File: src/hdl/hss_pkg.sv
// Package for the heat stencil step block: sizes, coefficient and value types,
// the job handed from the front end to the arithmetic back end, and helpers.
// Used by every other file of the block; depends on nothing.
package hss_pkg;

  // Grid and number format.
  localparam int MAX_ROWS    = 256;
  localparam int MAX_COLS    = 256;
  localparam int VALUE_WIDTH = 32;
  localparam int ROW_W       = $clog2(MAX_ROWS);
  localparam int COL_W       = $clog2(MAX_COLS);
  localparam int DIM_W       = $clog2((MAX_ROWS > MAX_COLS) ? MAX_ROWS : MAX_COLS) + 1;
  localparam int MIN_DIM     = 3;
  localparam int COEFF_W     = 16;
  localparam int FRAC_BITS   = 16;

  // Stencil arithmetic widths: a second difference needs three extra bits,
  // the product adds the coefficient and its zero sign bit.
  localparam int DIFF_W = VALUE_WIDTH + 3;
  localparam int PROD_W = DIFF_W + COEFF_W + 1;
  localparam int SUM_W  = DIFF_W + 2;

  // Job queue between the front end and the back end.
  localparam int QUEUE_DEPTH = 4;
  localparam int QPTR_W      = $clog2(QUEUE_DEPTH);

  // Configuration port.
  localparam int CFG_IDX_W  = 2;
  localparam int CFG_DATA_W = 16;

  typedef logic signed [VALUE_WIDTH-1:0] value_t;
  typedef logic signed [DIFF_W-1:0]      diff_t;
  typedef logic signed [PROD_W-1:0]      prod_t;
  typedef logic signed [SUM_W-1:0]       sum_t;

  localparam value_t VALUE_MAX = {1'b0, {(VALUE_WIDTH-1){1'b1}}};
  localparam value_t VALUE_MIN = {1'b1, {(VALUE_WIDTH-1){1'b0}}};

  typedef enum logic [CFG_IDX_W-1:0] {
    CFG_COEFF_X   = 2'd0,
    CFG_COEFF_Y   = 2'd1,
    CFG_ROWS_USED = 2'd2,
    CFG_COLS_USED = 2'd3
  } cfg_index_e;

  typedef struct packed {
    logic [COEFF_W-1:0] coeff_x;
    logic [COEFF_W-1:0] coeff_y;
    logic [DIM_W-1:0]   rows_used;
    logic [DIM_W-1:0]   cols_used;
  } cfg_t;

  // One point update with all five neighbors already fetched.
  typedef struct packed {
    logic [ROW_W-1:0] row;
    logic [COL_W-1:0] col;
    logic             is_edge;     // first result is the row's boundary value
    logic             has_second;  // a boundary result for the last column follows
    logic             last;        // the second result closes the sweep
    value_t           edge_val;
    value_t           up;
    value_t           down;
    value_t           mid;
    value_t           left;
    value_t           right;
  } job_t;

  typedef struct packed {
    logic full;
    logic empty;
  } q_stat_t;

  // Geometry registers act as at least three and at most the store size.
  function automatic logic [DIM_W-1:0] clamp_dim(input logic [DIM_W-1:0] v,
                                                 input logic [DIM_W-1:0] maxv);
    clamp_dim = v;
    if (v < DIM_W'(MIN_DIM)) begin
      clamp_dim = DIM_W'(MIN_DIM);
    end else if (v > maxv) begin
      clamp_dim = maxv;
    end
  endfunction

endpackage

File: src/hdl/hss_stream_if.sv


interface hss_result_if;
  import hss_pkg::*;

  logic             valid;
  logic             ready;
  logic [ROW_W-1:0] row;
  logic [COL_W-1:0] col;
  value_t           value;
  logic             last_of_grid;

  modport source (output valid, row, col, value, last_of_grid, input ready);
  modport sink   (input valid, row, col, value, last_of_grid, output ready);
endinterface

File: src/hdl/hss_back.sv
// Back end of the heat stencil step: second differences, coefficient products,
// saturating sum and the result register with its second boundary item.
// Depends on hss_pkg and hss_result_if.
module hss_back (
  input  logic              clk_i,
  input  logic              rst_ni,
  input  hss_pkg::cfg_t     cfg_i,
  input  hss_pkg::job_t     job_i,
  input  hss_pkg::q_stat_t  q_stat_i,
  output logic              pop_o,
  hss_result_if.source      results_o
);
  import hss_pkg::*;

  logic a_free, b_free, c_free, a_take, b_take, c_take, out_fire;

  logic             a_valid_q, a_is_edge_q, a_second_q, a_last_q;
  logic [ROW_W-1:0] a_row_q;
  logic [COL_W-1:0] a_col_q;
  value_t           a_edge_q, a_mid_q;
  diff_t            a_dy_q, a_dx_q;

  logic             b_valid_q, b_is_edge_q, b_second_q, b_last_q;
  logic [ROW_W-1:0] b_row_q;
  logic [COL_W-1:0] b_col_q;
  value_t           b_edge_q, b_mid_q;
  diff_t            b_px_q, b_py_q;

  logic signed [COEFF_W:0] coeff_x_s, coeff_y_s;
  prod_t                   px, py;
  sum_t                    sum;
  value_t                  sat;

  logic             out_valid_q, out_last_q, second_q, sec_last_q;
  logic [ROW_W-1:0] out_row_q;
  logic [COL_W-1:0] out_col_q, sec_col_q;
  value_t           out_value_q, sec_value_q;

  // Stage handshakes: the result register frees up once its item is taken
  // and no boundary item of the same job is still to go.
  assign out_fire = out_valid_q && results_o.ready;
  assign c_free   = !out_valid_q || (results_o.ready && !second_q);
  assign c_take   = b_valid_q && c_free;
  assign b_free   = !b_valid_q || c_take;
  assign b_take   = a_valid_q && b_free;
  assign a_free   = !a_valid_q || b_take;
  assign pop_o    = !q_stat_i.empty && a_free;
  assign a_take   = pop_o;

  // Multipliers see the coefficients as positive fractions.
  assign coeff_x_s = signed'({1'b0, cfg_i.coeff_x});
  assign coeff_y_s = signed'({1'b0, cfg_i.coeff_y});
  assign px        = a_dy_q * coeff_x_s;
  assign py        = a_dx_q * coeff_y_s;

  // Sum of the center and both floored products, clipped to the value range.
  always_comb begin
    sum = sum_t'(b_mid_q) + sum_t'(b_px_q) + sum_t'(b_py_q);
    sat = b_mid_q;
    if (sum > sum_t'(VALUE_MAX)) begin
      sat = VALUE_MAX;
    end else if (sum < sum_t'(VALUE_MIN)) begin
      sat = VALUE_MIN;
    end else begin
      sat = sum[VALUE_WIDTH-1:0];
    end
  end

  // Valid bits of the three stages.
  always_ff @(posedge clk_i or negedge rst_ni) begin
    if (!rst_ni) begin
      a_valid_q   <= 1'b0;
      b_valid_q   <= 1'b0;
      out_valid_q <= 1'b0;
      second_q    <= 1'b0;
    end else begin
      if (a_take) begin
        a_valid_q <= 1'b1;
      end else if (b_take) begin
        a_valid_q <= 1'b0;
      end
      if (b_take) begin
        b_valid_q <= 1'b1;
      end else if (c_take) begin
        b_valid_q <= 1'b0;
      end
      if (c_take) begin
        out_valid_q <= 1'b1;
        second_q    <= b_second_q;
      end else if (out_fire) begin
        out_valid_q <= second_q;
        second_q    <= 1'b0;
      end
    end
  end

  // Stage A: second differences along the column and along the row.
  always_ff @(posedge clk_i) begin
    if (a_take) begin
      a_row_q     <= job_i.row;
      a_col_q     <= job_i.col;
      a_is_edge_q <= job_i.is_edge;
      a_second_q  <= job_i.has_second;
      a_last_q    <= job_i.last;
      a_edge_q    <= job_i.edge_val;
      a_mid_q     <= job_i.mid;
      a_dy_q      <= diff_t'(job_i.up) + diff_t'(job_i.down) - (diff_t'(job_i.mid) <<< 1);
      a_dx_q      <= diff_t'(job_i.left) + diff_t'(job_i.right) - (diff_t'(job_i.mid) <<< 1);
    end
  end

  // Stage B: products, rounded toward minus infinity by dropping the fraction.
  always_ff @(posedge clk_i) begin
    if (b_take) begin
      b_row_q     <= a_row_q;
      b_col_q     <= a_col_q;
      b_is_edge_q <= a_is_edge_q;
      b_second_q  <= a_second_q;
      b_last_q    <= a_last_q;
      b_edge_q    <= a_edge_q;
      b_mid_q     <= a_mid_q;
      b_px_q      <= px[FRAC_BITS+DIFF_W-1:FRAC_BITS];
      b_py_q      <= py[FRAC_BITS+DIFF_W-1:FRAC_BITS];
    end
  end

  // Result register; the last-column boundary item of a job follows its
  // first item from a held copy.
  always_ff @(posedge clk_i) begin
    if (c_take) begin
      out_row_q   <= b_row_q;
      out_col_q   <= b_col_q;
      out_value_q <= b_is_edge_q ? b_edge_q : sat;
      out_last_q  <= 1'b0;
      sec_col_q   <= b_col_q + COL_W'(1);
      sec_value_q <= b_edge_q;
      sec_last_q  <= b_last_q;
    end else if (out_fire && second_q) begin
      out_col_q   <= sec_col_q;
      out_value_q <= sec_value_q;
      out_last_q  <= sec_last_q;
    end
  end

  assign results_o.valid        = out_valid_q;
  assign results_o.row          = out_row_q;
  assign results_o.col          = out_col_q;
  assign results_o.value        = out_value_q;
  assign results_o.last_of_grid = out_last_q;

endmodule

File: src/flat_wrapper.sv
// flat-port wrapper written by rule: the top's interface ports become plain ports
module hss_back_flat import hss_pkg::*;
  (clk_i, rst_ni, cfg_i, job_i, q_stat_i, pop_o, results_o_valid, results_o_row, results_o_col, results_o_value, results_o_last_of_grid, results_o_ready);
  hss_result_if results_o_i ();
  input  logic clk_i;
  input  logic rst_ni;
  input  hss_pkg::cfg_t cfg_i;
  input  hss_pkg::job_t job_i;
  input  hss_pkg::q_stat_t q_stat_i;
  output logic pop_o;
  output wire logic [$bits(results_o_i.valid)-1:0] results_o_valid;
  output wire logic [$bits(results_o_i.row)-1:0] results_o_row;
  output wire logic [$bits(results_o_i.col)-1:0] results_o_col;
  output wire logic [$bits(results_o_i.value)-1:0] results_o_value;
  output wire logic [$bits(results_o_i.last_of_grid)-1:0] results_o_last_of_grid;
  input wire logic [$bits(results_o_i.ready)-1:0] results_o_ready;
  assign results_o_valid = results_o_i.valid;
  assign results_o_row = results_o_i.row;
  assign results_o_col = results_o_i.col;
  assign results_o_value = results_o_i.value;
  assign results_o_last_of_grid = results_o_i.last_of_grid;
  assign results_o_i.ready = results_o_ready;
  hss_back u_core (.clk_i(clk_i), .rst_ni(rst_ni), .cfg_i(cfg_i), .job_i(job_i), .q_stat_i(q_stat_i), .pop_o(pop_o), .results_o(results_o_i));
endmodule
File: config.mk
export PLATFORM = sky130hd
export DESIGN_NAME = hss_back_flat
export DESIGN_NICKNAME = d
export VERILOG_FILES = /design/src/hdl/hss_pkg.sv /design/src/hdl/hss_stream_if.sv /design/src/hdl/hss_back.sv /design/src/flat_wrapper.sv
export SDC_FILE = /design/constraint.sdc
export NUM_CORES = 2
export LEC_CHECK = 0
export ABC_AREA = 1
export BUFFER_PORTS_ARGS = -buffer_cell sky130_fd_sc_hd__buf_4
export CORE_ASPECT_RATIO = 1.5
export CORE_MARGIN = 3
export CORE_UTILIZATION = 30
export DETAILED_ROUTE_END_ITERATION = 12
export PLACE_DENSITY = 0.52
export RECOVER_POWER = 50
export SYNTH_ARGS = -nofsm -noshare
export SYNTH_HDL_FRONTEND = slang
export SYNTH_SLANG_ARGS = --single-unit
File: constraint.sdc
create_clock -name clk_i -period 9.2 [get_ports clk_i]
set_input_delay 1.38 -clock clk_i [delete_from_list [all_inputs] [get_ports clk_i]]
set_output_delay 1.38 -clock clk_i [all_outputs]
set_load 0.01 [all_outputs]
==> results.cfg <==
[clocking]
clockRootBuffer = clkbuf_16
numCtsBuffers = 47
cts_resized = 0
cts_sinks = 398
ctsHoldBuffers = 0
h-tree-depth = 2
clk_path_buf_depth = 3
clk_pin_slew_ns = 0.06
cts_tree = built
postCtsSetupBuffers = 0
clk_latency_ns = 0.64

[synthesis]
synth_ff_type = edfxtp_1
async_flop_share = 0.0101
syn-cell-area_um2 = 60700
synth-compound-area-share = 0.0465
synth-seq-cells = 398
synth_top_family_by_area = adder cells
yosysSeqAreaShare = 0.196
synth_fa_ha_area_frac = 0.443
yosys.area_share.simple = 0.143
syn_area_per_cell_um2 = 8.62
syn-num-nets = 8781
syn-instance-count = 7045
synthDistinctLibCells = 56
yosys_warnings = 0
synth-edff-count = 393
synth_xor_area_frac = 0.0260
synth.mux.area_fraction = 0

[sta]
post-route-period-util = 0.773
setup_tns_ns = 0
tightest_slew_ns = 3.69
finClkSkew_ns = 0.0425
finalWorstSetupSlack_ns = 2.09
finalSetupViolCount = 0
max_freq_mhz = 141
slew_headroom = -1.48
rsz0062_at_grt = false
drv_slew = 296
fin_crit_ns = 7.11
worst_hold_slack_ns = 0.390
hold_viol = 0

[floorplanning]
die-height_um = 557
initial_utilization = 0.303
die_w_um = 373
num_rows = 201
ios = 317
dieArea_um2 = 208000
core_um2 = 201000

[cells_and_area]
fillers = 21200
finalNetCount = 8861
areaGrowthSynthToFinish_pct = 9.37
utilization = 0.331
drive_gt1_frac = 0.0511

[setup_path]
cp_slowest_cell = fa_1
startpoint_type = input port
crit_path_end_kind = flip-flop
path_cells = buf_4, nand2_1, inv_1, fa_1, fa_1, fa_1, fa_1, fa_1, inv_1, fa_1, inv_1, ha_1, inv_1, o21bai_1, a31oi_1, o21ai_0, a311oi_1, nand2_1, xor2_1
path_common_cell = fa_1
critPathKind = in2reg
cp_slowest_stage_delay_ns = 1.00
path_max_fanout = 34
cp.required_ns = 9.57
cp_data_arrival_time_ns = 7.47

[global_routing]
grt_overflow_total = 0
grt_max_degree = 83
grt_pass1_vias = 49800
grt_antenna_before_repair = 16
grtUsageTotal = 0.183
grt_pass1_wl_um = 293000

[placement]
hpwl_um = 153000
port_buffers = 297
globalplace.congestion = 0.913
dp_slack_ns = 1.47

[worst_hold_path]
hold_path.class = reg2reg

[routing]
first_pass_iters = 6
wl_um = 188000
drc = 0
wire_per_inst_um = 19.2
drt_iter0_markers = 2851
antenna_left = 0
vias_per_cell = 4.59
vias = 45000

[outcome]
outcome = complete, but fails checks
violations = max-capacitance violations, max-slew violations

[run]
maxCapViolations = 5
==> per-stage QoR <==
| step | std cells | area (um^2) |
|---|---|---|
| 6_report | 9807 | 66400 |
| 4_1_cts | 9802 | 66700 |
| 3_3_place_gp | 9715 | 65200 |
| 3_5_place_dp | 9715 | 65200 |
| 5_1_grt | 9802 | 66400 |
| 2_1_floorplan | 7045 | 60700 |
==> synthesized netlist by cell type, types with 2 or more instances <==
library cell / count / area share
inv_1: 2029 / 0.13
nand2_1: 1658 / 0.10
fa_1: 1130 / 0.37
edfxtp_1: 393 / 0.19
ha_1: 340 / 0.070
nor2_1: 308 / 0.019
clkbuf_1: 264 / 0.016
a21oi_1: 259 / 0.021
o21ai_0: 126 / 0.010
xor2_1: 113 / 0.016
nand3_1: 80 / 0.0066
xnor2_1: 67 / 0.0097
a31oi_1: 36 / 0.0037
nor3_1: 32 / 0.0026
nand3_2: 31 / 0.0051
o21bai_1: 21 / 0.0026
nand2_2: 19 / 0.0020
a21o_1: 17 / 0.0021
o21a_1: 16 / 0.0020
nand4_1: 13 / 0.0013
o21ai_1: 9 / 0.00074
and3_1: 6 / 0.00062
nor4_1: 6 / 0.00062
o211ai_1: 6 / 0.00074
a21boi_0: 5 / 0.00062
nor2_2: 5 / 0.00052
buf_6: 4 / 0.00074
clkbuf_8: 4 / 0.00091
dfrtp_1: 4 / 0.0016
a221oi_1: 3 / 0.00043
and2_1: 3 / 0.00031
buf_12: 3 / 0.00099
dlygate4sd1_1: 3 / 0.00043
inv_2: 3 / 0.00019
nand2_4: 3 / 0.00056
a211oi_1: 2 / 0.00025
a311oi_1: 2 / 0.00029
buf_2: 2 / 0.00016
o2111ai_1: 2 / 0.00029
o221ai_1: 2 / 0.00029
==> final cells by class <==
class / count / area [um^2] / share of cell area
Antenna cell: 5 / 12.5 / 0.000188
Clock buffer: 55 / 1210 / 0.0182
Clock inverter: 32 / 339 / 0.00511
Inverter: 2034 / 7640 / 0.115
Multi-Input combinational cell: 4333 / 40000 / 0.602
Sequential cell: 398 / 11900 / 0.179
Tap cell: 2639 / 3300 / 0.0497
Timing Repair Buffer: 311 / 2010 / 0.0302
==> state kept, by name, indices dropped and copies added, names as in the netlist, 8 cells and up <==
signal and cells:
u_core.a_mid_q 32, u_core.b_py_q 35, u_core.b_mid_q 32, u_core.a_row_q 8, u_core.a_col_q 8, u_core.b_row_q 8
u_core.a_dy_q 34, u_core.a_edge_q 32, u_core.results_o.col 8, u_core.b_col_q 8, u_core.results_o.value 32, u_core.b_edge_q 32
u_core.sec_col_q 8, u_core.results_o.row 8, u_core.sec_value_q 32, u_core.a_dx_q 34, u_core.b_px_q 35
==> final timing paths <==
check                               endpoint  slack (ns)              start  cells past startpoint
hold reg to reg            u_core.b_mid_q[1]        0.39  u_core.a_mid_q[1]                      0
min in group asynchronous   u_core.a_valid_q        0.59             rst_ni                      1
setup reg to reg           u_core.b_px_q[31]        2.39   u_core.a_dy_q[7]                     24
setup / recovery           u_core.b_py_q[32]        2.09          cfg_i[20]                     19
hold / removal             u_core.b_mid_q[1]        0.39  u_core.a_mid_q[1]                      0
max in group asynchronous    u_core.second_q        8.42             rst_ni                      1
==> routing by layer <==
| layer | vias to the layer above | track usage | wire length, um |
|---|---|---|---|
| met4 | 6 | 0.0540 | 6350 |
| met3 | 304 | 0.0243 | 9340 |
| met5 | - | 0 | 51 |
| met2 | 1234 | 0.328 | 93500 |
| met1 | 22900 | 0.231 | 78600 |
| li1 | 20600 | - | - |
==> placed cells by master, fill, tap and decap left out, types with 5 or more instances in the layout <==
cell type / netlist / layout
inv_1: 2029 / 2028
nand2_1: 1658 / 1658
fa_1: 1130 / 1130
edfxtp_1: 393 / 393
ha_1: 340 / 340
nor2_1: 308 / 307
a21oi_1: 259 / 259
buf_4: 0 / 177
o21ai_0: 126 / 126
xor2_1: 113 / 113
clkbuf_1: 264 / 95
nand3_1: 80 / 80
xnor2_1: 67 / 67
clkbuf_16: 0 / 47
clkbuf_4: 0 / 47
a31oi_1: 36 / 36
nor3_1: 32 / 32
nand3_2: 31 / 31
o21bai_1: 21 / 21
nand2_2: 19 / 19
a21o_1: 17 / 17
o21a_1: 16 / 16
nand4_1: 13 / 13
o21ai_1: 9 / 9
clkinv_1: 1 / 9
o211ai_1: 6 / 6
and3_1: 6 / 6
nor4_1: 6 / 6
diode_2: 0 / 5
a21boi_0: 5 / 5
nor2_2: 5 / 5
clkinvlp_4: 0 / 5
clkinv_4: 0 / 5
==> cells by family (layout without fill, tap and decap cells) <==
family / Yosys count / in the layout
buffers and inverters: 2314 / 2432
and+or+nand+nor: 2172 / 2172
DFF: 398 / 398
xor gates and xnor gates: 180 / 180
adders and majority gates: 1470 / 1470
other: 0 / 5
AOI/OAI and AO/OA: 511 / 511
==> critical path: cells and delay by family <==
| family | cells | cell delay, ns |
|---|---|---|
| AO/OA/AOI/OAI | 4 | 0.76 |
| XOR/XNOR | 1 | 0.17 |
| adder cells (fa/ha/maj) | 7 | 3.98 |
| buffers and inverters | 5 | 0.87 |
| AND/OR/NAND/NOR | 2 | 0.28 |
Power is left out: the tool's default activity adds up to more than one toggle a clock period on the data nets, which glitch-free logic cannot reach.
