## src/hdl/hss_pkg.sv

```systemverilog
// Package for the heat stencil step block: sizes, coefficient and value types,
// the job handed from the front end to the arithmetic back end, and helpers.
// Used by every other file of the block; depends on nothing.
package hss_pkg;

  // Grid and number format.
  localparam int MAX_ROWS    = 256;
  localparam int MAX_COLS    = 256;
  localparam int VALUE_WIDTH = 32;
  localparam int ROW_W       = $clog2(MAX_ROWS);
  localparam int COL_W       = $clog2(MAX_COLS);
  localparam int DIM_W       = $clog2((MAX_ROWS > MAX_COLS) ? MAX_ROWS : MAX_COLS) + 1;
  localparam int MIN_DIM     = 3;
  localparam int COEFF_W     = 16;
  localparam int FRAC_BITS   = 16;

  // Stencil arithmetic widths: a second difference needs three extra bits,
  // the product adds the coefficient and its zero sign bit.
  localparam int DIFF_W = VALUE_WIDTH + 3;
  localparam int PROD_W = DIFF_W + COEFF_W + 1;
  localparam int SUM_W  = DIFF_W + 2;

  // Job queue between the front end and the back end.
  localparam int QUEUE_DEPTH = 4;
  localparam int QPTR_W      = $clog2(QUEUE_DEPTH);

  // Configuration port.
  localparam int CFG_IDX_W  = 2;
  localparam int CFG_DATA_W = 16;

  typedef logic signed [VALUE_WIDTH-1:0] value_t;
  typedef logic signed [DIFF_W-1:0]      diff_t;
  typedef logic signed [PROD_W-1:0]      prod_t;
  typedef logic signed [SUM_W-1:0]       sum_t;

  localparam value_t VALUE_MAX = {1'b0, {(VALUE_WIDTH-1){1'b1}}};
  localparam value_t VALUE_MIN = {1'b1, {(VALUE_WIDTH-1){1'b0}}};

  typedef enum logic [CFG_IDX_W-1:0] {
    CFG_COEFF_X   = 2'd0,
    CFG_COEFF_Y   = 2'd1,
    CFG_ROWS_USED = 2'd2,
    CFG_COLS_USED = 2'd3
  } cfg_index_e;

  typedef struct packed {
    logic [COEFF_W-1:0] coeff_x;
    logic [COEFF_W-1:0] coeff_y;
    logic [DIM_W-1:0]   rows_used;
    logic [DIM_W-1:0]   cols_used;
  } cfg_t;

  // One point update with all five neighbors already fetched.
  typedef struct packed {
    logic [ROW_W-1:0] row;
    logic [COL_W-1:0] col;
    logic             is_edge;     // first result is the row's boundary value
    logic             has_second;  // a boundary result for the last column follows
    logic             last;        // the second result closes the sweep
    value_t           edge_val;
    value_t           up;
    value_t           down;
    value_t           mid;
    value_t           left;
    value_t           right;
  } job_t;

  typedef struct packed {
    logic full;
    logic empty;
  } q_stat_t;

  // Geometry registers act as at least three and at most the store size.
  function automatic logic [DIM_W-1:0] clamp_dim(input logic [DIM_W-1:0] v,
                                                 input logic [DIM_W-1:0] maxv);
    clamp_dim = v;
    if (v < DIM_W'(MIN_DIM)) begin
      clamp_dim = DIM_W'(MIN_DIM);
    end else if (v > maxv) begin
      clamp_dim = maxv;
    end
  endfunction

endpackage

```

## src/hdl/hss_queue.sv

```systemverilog
// Short job queue between the front end and the back end of the heat stencil
// step, so that each side can stall on its own. Depends on hss_pkg.
module hss_queue (
  input  logic              clk_i,
  input  logic              rst_ni,
  input  logic              push_i,
  input  hss_pkg::job_t     job_i,
  input  logic              pop_i,
  output hss_pkg::job_t     job_o,
  output hss_pkg::q_stat_t  stat_o
);
  import hss_pkg::*;

  job_t              slot_q [QUEUE_DEPTH];
  logic [QPTR_W-1:0] wr_ptr_q, rd_ptr_q;
  logic [QPTR_W:0]   count_q;

  assign stat_o.full  = (count_q == (QPTR_W+1)'(QUEUE_DEPTH));
  assign stat_o.empty = (count_q == '0);
  assign job_o        = slot_q[rd_ptr_q];

  // Storage is written only at the write pointer.
  always_ff @(posedge clk_i) begin
    if (push_i) begin
      slot_q[wr_ptr_q] <= job_i;
    end
  end

  // Pointers and fill level.
  always_ff @(posedge clk_i or negedge rst_ni) begin
    if (!rst_ni) begin
      wr_ptr_q <= '0;
      rd_ptr_q <= '0;
      count_q  <= '0;
    end else begin
      if (push_i) begin
        wr_ptr_q <= (wr_ptr_q == QPTR_W'(QUEUE_DEPTH - 1)) ? '0 : wr_ptr_q + QPTR_W'(1);
      end
      if (pop_i) begin
        rd_ptr_q <= (rd_ptr_q == QPTR_W'(QUEUE_DEPTH - 1)) ? '0 : rd_ptr_q + QPTR_W'(1);
      end
      case ({push_i, pop_i})
        2'b10:   count_q <= count_q + (QPTR_W+1)'(1);
        2'b01:   count_q <= count_q - (QPTR_W+1)'(1);
        default: count_q <= count_q;
      endcase
    end
  end

endmodule

```

## config.mk

```make
export PLATFORM = sky130hd
export DESIGN_NAME = hss_queue
export DESIGN_NICKNAME = d
export VERILOG_FILES = /design/src/hdl/hss_pkg.sv /design/src/hdl/hss_queue.sv
export SDC_FILE = /design/constraint.sdc
export NUM_CORES = 1
export LEC_CHECK = 0
export ABC_CLOCK_PERIOD_IN_PS = 5640
export BUFFER_PORTS_ARGS = -buffer_cell sky130_fd_sc_hd__buf_2
export CORE_UTILIZATION = 51
export DETAILED_ROUTE_END_ITERATION = 7
export GPL_TIMING_DRIVEN = 0
export PLACE_DENSITY = 0.75
export SLEW_MARGIN = 20
export SYNTH_ARGS = -nofsm -noshare
export SYNTH_HDL_FRONTEND = slang
export SYNTH_SLANG_ARGS = --single-unit
```

## constraint.sdc

```tcl
create_clock -name clk_i -period 5.64 [get_ports clk_i]
set_clock_uncertainty 0.1 [all_clocks]
set_input_delay 1.41 -clock clk_i [delete_from_list [all_inputs] [get_ports clk_i]]
set_output_delay 1.41 -clock clk_i [all_outputs]
set_load 0.005 [all_outputs]
```

==> metrics.md, run 1 <==
| Metric | Value |
|---|---|
| Fin area | 37,100 um2 |
| Sequential area share after synthesis | 82.7% |
| Drt total wl | 62,100 um |
| Largest net degree at the start of global routing | 47 |
| PwrDens | 510 nW/um2 |
| Core Area | 59,500 um2 |
| Initial cell density of the core | 51.9% |
| Top Ports | 428 |
| Post-synthesis instance total | 1,141 |
| YS warnings | 0 |
| Post-cts repair resize count | 0 |
| HPWL after DPL | 39,800 um |
| Die W | 248 um |
| Rows | 89 |
| Critical path data arrival time | 2.57 ns |
| Synth top area cells | edfxtp_1 (82%), mux4_2 (15%), buf_6 (0.73%) |
| Static Leak | 12.7 nW |
| Cell count of the worst reg-to-reg path | 6 |
| Clock transition at path regs | 0.06 ns |
| Hold crit path type | flip-flop to flip-flop |
| Worst-path maximum fanout | 10 |
| Footprint of the multi-input gates | 4980 um2 |
| Placed Area | 34,500 um2 |
| Hold_ws | 0.419 ns |
| Worst slew margin | 56.8% |
| IO buf count | 427 |
| Initial antenna violation count | 23 |
| Peak VDD IR | 0.406 mV |
| Combinational share of power | 28.0% |
| Grt ovf | 0 |
| Post-synth EDFFs | 844 |
| Worst Tran Pin Value | 0.648 ns |
| H-tree depth | 3 |
| Setup repair bufs after CTS | 0 |
| Sw frac | 27.6% |
| RSZ-0062 raised after global routing | no |
| Yosys cell types | 20 |
| Tcrit/Tclk final | 72.3% |
| Initial DRC count | 819 |
| Total negative slack | 0 ns |
| Pint | 13.7 mW |
| Ys async rst share | 0.823% |
| Number of global-route vias before repair | 14,799 |
| Mapped Area | 30,900 um2 |
| Clock Root Buffer | clkbuf_16 |
| # DRC | 0 |
| Crit path launch type | flip-flop |
| Critical path class | flip-flop to primary output |
| Final GP Congestion | 0.740 |
| Drt pass-1 iters | 7 |
| GR Util All Layers | 20.1% |
| Yosys top cell by area | edfxtp_1 |
| Final ANT Viol Nets | 0 |
| WHS Path Cells | 1 |
| DIE AREA | 61,500 um2 |
| Final hold violations | 0 |
| Max Clk Rate | 245 MHz |
| Post-synthesis sequential element count | 851 |
| Synthesized Nets | 1,363 |
| Register Area | 25,500 um2 |
| Wire length per cell | 24.7 um |
| Share of cells above drive strength 1 | 47.3% |
| Average size of a mapped cell | 27.1 um2 |
| Num CTS Buffers | 83 |
| Clock group share of total power | 28.1% |
| Vias | 14,011 |
| Clock sinks | 851 |
| Synth Area in Compound Gates | 0.0324% |
| Outcome | finished, final reports clean |
| CTS max path bufs | 3 |
| Simple-gate portion of the synthesized area | 0.174% |
| Drt via density | 5.57 |
| Synth Area in XOR/XNOR | 0.0851% |
| P_sw | 5.23 mW |
| Syn-to-layout area delta | 20.3% |
| Nets@finish | 1,895 |
| Post-synth top area share | 82.1% |
| Fillers | 3,979 |
| CTS tree | built |
| Post-Synth Adder-Cell Area | 0.308% |
| Top-count cell post-synth | edfxtp_1 |
| Fin. max-slew vios | 0 |
| First-pass GRT wire length | 90,700 um |
| # Max-Cap Violations | 0 |
| Hold buffers post-CTS | 0 |
| Largest family of logic cells by synthesized area | multiplexers |
| Endpoint class of the critical path | primary output |
| Post-synth top cells | edfxtp_1 (844), mux4_2 (211), buf_2 (24) |
| Minimum clock period | 4.08 ns |
| Finish-stage setup viols | 0 |
| Die height | 248 um |
| Critical Path RT | 4.13 ns |
| Sequential group share of total power | 43.9% |
| Worst-Skew Late Latency | 0.61 ns |
| Proportion of synthesized area in mux cells | 15.5% |
| Top_reg_cell synth | edfxtp_1 |
-- placed cells by master (no fill, tap or decap), drive strengths merged --
| cell type | Yosys | layout |
|---|---|---|
| inv | 6 | 12 |
| clkinvlp | 0 | 3 |
| dfrtp | 7 | 7 |
| mux4 | 211 | 211 |
| and3 | 1 | 1 |
| edfxtp | 844 | 844 |
| mux2 | 2 | 2 |
| and2 | 4 | 4 |
| ha | 6 | 6 |
| xnor2 | 1 | 1 |
| diode | 0 | 7 |
| or3 | 1 | 1 |
| xor2 | 2 | 2 |
| clkbuf | 4 | 102 |
| fa | 1 | 1 |
| clkinv | 0 | 36 |
| nor3 | 1 | 1 |
| o21ai | 2 | 2 |
| buf | 44 | 491 |
| bufinv | 0 | 6 |
| nor2 | 2 | 2 |
| mux2i | 1 | 1 |
| nand2 | 1 | 1 |
-- power by group through the flow --
stage                     Combinational (mW)  Sequential [mW]  Clock, mW
after global placement                  5.16             8.58          0
after CTS                               5.44             8.31       5.42
after detailed placement                5.38             8.43          0
after global routing                    5.72             8.37       5.64
after floorplan                         3.10             8.46          0
final                                   5.30             8.31       5.32
-- per-stage QoR --
| step | std cells | utilization [%] | total power, mW | setup slack, ns |
|---|---|---|---|---|
| after detailed placement | 2361 | 58.0 | 13.8 | 2.13 |
| after global placement | 2341 | 57.1 | 13.7 | -1.08 |
| after CTS | 2510 | 62.4 | 19.2 | 1.44 |
| after floorplan | 1141 | - | 11.6 | 1.08 |
| final | 2517 | 62.4 | 18.9 | 1.56 |
| after global routing | 2514 | 62.4 | 19.7 | 1.39 |
-- final cells by class --
type,count,share of cell area [%]
Sequential cell,851,68.7
Multi-Input combinational cell,236,13.4
Timing Repair Buffer,447,7.10
Clock buffer,98,5.80
Tap cell,773,2.60
Clock inverter,51,1.27
Buffer,48,0.971
Inverter,6,0.0607
Antenna cell,7,0.0472
-- per-layer routing --
layer,up-vias,GRT usage (%),part of all wire [%]
li1,6054,-,-
met1,7296,24.3,37
met2,505,33.5,51
met3,124,7.35,9.2
met4,32,6.95,2.2
met5,-,0,0.30
-- critical path, cell delays in order (launching register included) --
cell,delay [ns]
dfrtp_1,0.35
clkbuf_1,0.27
buf_2,0.40
buf_2,0.40
mux4_2,0.36
buf_2,0.17
-- logic make-up (layout without fill, tap and decap cells) --
| group | count (synthesis) | in the layout |
|---|---|---|
| adders and majority gates | 7 | 7 |
| buffers and inverters | 54 | 650 |
| muxes | 214 | 214 |
| xor gates and xnor gates | 3 | 3 |
| other | 0 | 7 |
| DFF | 851 | 851 |
| AOI/OAI and AO/OA | 2 | 2 |
| and+or+nand+nor | 10 | 10 |
-- worst paths after layout --
path                                  endpoint         from  slack, ns
worst max-delay path                job_o[115]  rd_ptr_q[1]       1.56
worst min-delay path                count_q[0]   count_q[0]       0.42
worst max register to register  slot_q[2][158]  wr_ptr_q[0]       3.18
worst min register to register      count_q[0]   count_q[0]       0.42
max in group asynchronous          wr_ptr_q[0]       rst_ni       4.75
min in group asynchronous          rd_ptr_q[0]       rst_ni       0.53
-- sequential cells by signal, indices dropped and copies added, names as in the netlist --
register / flops
slot_q: 844
wr_ptr_q: 2
rd_ptr_q: 2
count_q: 3
Note: power is estimated with default switching activity, not from simulation.
==> inputs of run 2 (changes only) <==
--- a/config.mk
+++ b/config.mk
@@ -5,12 +5,12 @@
 export SDC_FILE = /design/constraint.sdc
 export NUM_CORES = 1
 export LEC_CHECK = 0
-export ABC_CLOCK_PERIOD_IN_PS = 5640
+export ABC_CLOCK_PERIOD_IN_PS = 4150
 export BUFFER_PORTS_ARGS = -buffer_cell sky130_fd_sc_hd__buf_2
-export CORE_UTILIZATION = 51
+export CORE_UTILIZATION = 56
 export DETAILED_ROUTE_END_ITERATION = 7
 export GPL_TIMING_DRIVEN = 0
-export PLACE_DENSITY = 0.75
+export PLACE_DENSITY = 0.78
 export SLEW_MARGIN = 20
 export SYNTH_ARGS = -nofsm -noshare
 export SYNTH_HDL_FRONTEND = slang
==> constraint.sdc (replaced) <==
create_clock -name clk_i -period 4.15 [get_ports clk_i]
set_clock_uncertainty 0.1 [all_clocks]
set_input_delay 1.0375 -clock clk_i [delete_from_list [all_inputs] [get_ports clk_i]]
set_output_delay 1.0375 -clock clk_i [all_outputs]
set_load 0.005 [all_outputs]
==> run 2 against run 1 <==
Worst hold slack got worse by 0.27 ns. Register-to-register slack got worse by 1.6 ns. Wire length increased by 3.3%. Critical path depth unchanged. Global-route usage increased by 2.9 points. Flip-flop and latch count unchanged. Cell count decreased by 2.9%. Sequential power increased by 36%. Combinational power increased by 36%. Total power increased by 37%. Die area decreased by 8.9%. Critical path type unchanged. Largest power group unchanged.
==> metrics.md, run 2 (same netlist as run 1, synthesis figures left out) <==
| Metric | Value |
|---|---|
| Grt ovf | 0 |
| Post-cts repair resize count | 0 |
| Hold buffers post-CTS | 0 |
| PwrDens | 700 nW/um2 |
| Most common library cell in the layout ignoring fill and taps | edfxtp_1 |
| Minimum clock period | 3.78 ns |
| # Max-Cap Violations | 0 |
| RSZ-0062 raised after global routing | no |
| Largest Register | slot_q |
| Tot Pwr | 26.0 mW |
| Finished Layout Cells | 2,445 |
| Initial antenna violation count | 20 |
| CTS max path bufs | 3 |
| Outcome | finished, final reports clean |
| Final hold violations | 0 |
| Nets@finish | 1,897 |
| Initial DRC count | 1,049 |
| Worst-path maximum fanout | 10 |
| Fin. max-slew vios | 0 |
| Endpoint class of the critical path | primary output |
| Wire length per cell | 26.2 um |
| Clock sinks | 851 |
| Drt total wl | 64,100 um |
| Share of cells above drive strength 1 | 47.3% |
| Clock transition at path regs | 0.06 ns |
| Hold crit path type | primary input to async pin |
| Finish-stage setup viols | 0 |
| Die W | 237 um |
| Worst Tran Pin Value | 0.753 ns |
| Drt via density | 5.83 |
| First-pass GRT wire length | 94,500 um |
| Largest net degree at the start of global routing | 48 |
| Drt pass-1 iters | 5 |
| Num CTS Buffers | 84 |
| Tcrit/Tclk final | 91.2% |
| Critical path class | flip-flop to primary output |
| Critical path data arrival time | 2.65 ns |
| Largest registers | slot_q: 844 flops, count_q: 3 flops |
| Top Ports | 428 |
| Number of global-route vias before repair | 15,035 |
| # DRC | 0 |
| Final ANT Viol Nets | 0 |
| DIE AREA | 56,100 um2 |
| Hold_ws | 0.147 ns |
| CTS tree | built |
| Setup repair bufs after CTS | 0 |
| Worst slew margin | 49.8% |
| Clock Root Buffer | clkbuf_16 |
| Max Clk Rate | 264 MHz |
| GR Util All Layers | 23.1% |
| Initial cell density of the core | 57.0% |
| H-tree depth | 3 |
| Static Leak | 12.7 nW |
| Critical Path RT | 3.01 ns |
| HPWL after DPL | 39,500 um |
| Vias | 14,257 |
| Rows | 85 |
| Worst-Skew Late Latency | 0.62 ns |
| Core Area | 54,100 um2 |
| Die height | 237 um |
| Largest register FFs | 844 |
| Final GP Congestion | 0.755 |
| Peak VDD IR | 0.500 mV |
| Fillers | 3,181 |
| Syn-to-layout area delta | 20.2% |
| IO buf count | 427 |
| Most frequent cells in the layout | edfxtp_1 (844), buf_2 (451), mux4_2 (211), clkbuf_16 (86), clkinv_1 (23) |
| Placed cells | 2,285 |
| Crit path launch type | flip-flop |
run 2: cell types whose count changed in the layout (fill, tap and decap cells not counted), sizes merged:
cell,previous run,this run
clkinv,36,41
bufinv,6,9
buf,491,492
inv,12,7
clkinvlp,3,1
clkbuf,102,106
diode,7,6
run 2: metal layers:
layer | global-route usage (%) | vias up | share of wire, %
met5 | 0 | - | 0.31
met1 | 28.5 | 7429 | 36
met2 | 38.5 | 599 | 51
li1 | - | 6062 | -
met3 | 8.20 | 133 | 10
met4 | 7.30 | 34 | 2.4
run 2: report_power, final:
part           total, mW  leakage, nW  switching, mW  internal (mW)
logic               7.23         3.58           3.73           3.51
clock network       7.44         1.33           3.08           4.36
registers           11.3         7.83          0.322           11.0
run 2: layout make-up:
class	instances	area, um2	area share (%)
Clock inverter	52	504	1.36
Antenna cell	6	15.0	0.0405
Timing Repair Buffer	448	2630	7.09
Inverter	6	22.5	0.0607
Multi-Input combinational cell	236	4980	13.4
Sequential cell	851	25500	68.8
Tap cell	696	871	2.35
Clock buffer	102	2210	5.96
Buffer	48	360	0.971
run 2: final timing paths:
check                            startpoint  cells past startpoint        endpoint  slack [ns]
worst max-delay path            rd_ptr_q[1]                      5      job_o[189]        0.37
worst min-delay path                 rst_ni                      1     rd_ptr_q[0]        0.15
worst max register to register  wr_ptr_q[0]                      6  slot_q[2][112]        1.59
worst min register to register   count_q[0]                      1      count_q[0]        0.41
max in group asynchronous            rst_ni                      1      count_q[0]        3.64
min in group clk_i               count_q[0]                      1      count_q[0]        0.41
run 2: metrics by stage:
| stage | setup TNS, ns | utilization, % | area (um2) | worst slack [ns] |
|---|---|---|---|---|
| floorplan | 0 | - | 30900 | 1.09 |
| global placement | -160.52 | 62.6 | 33900 | -0.214 |
| detailed placement | 0 | 63.5 | 34400 | 0.974 |
| CTS | 0 | 68.5 | 37100 | 0.332 |
| global route | 0 | 68.5 | 37100 | 0.257 |
| finish | 0 | 68.6 | 37100 | 0.366 |
run 2: worst max-delay path, cell delays in order (launching register included):
cell	delay (ns)
dfrtp_1	0.36
clkbuf_1	0.28
buf_2	0.42
buf_2	0.38
mux4_2	0.39
buf_2	0.17
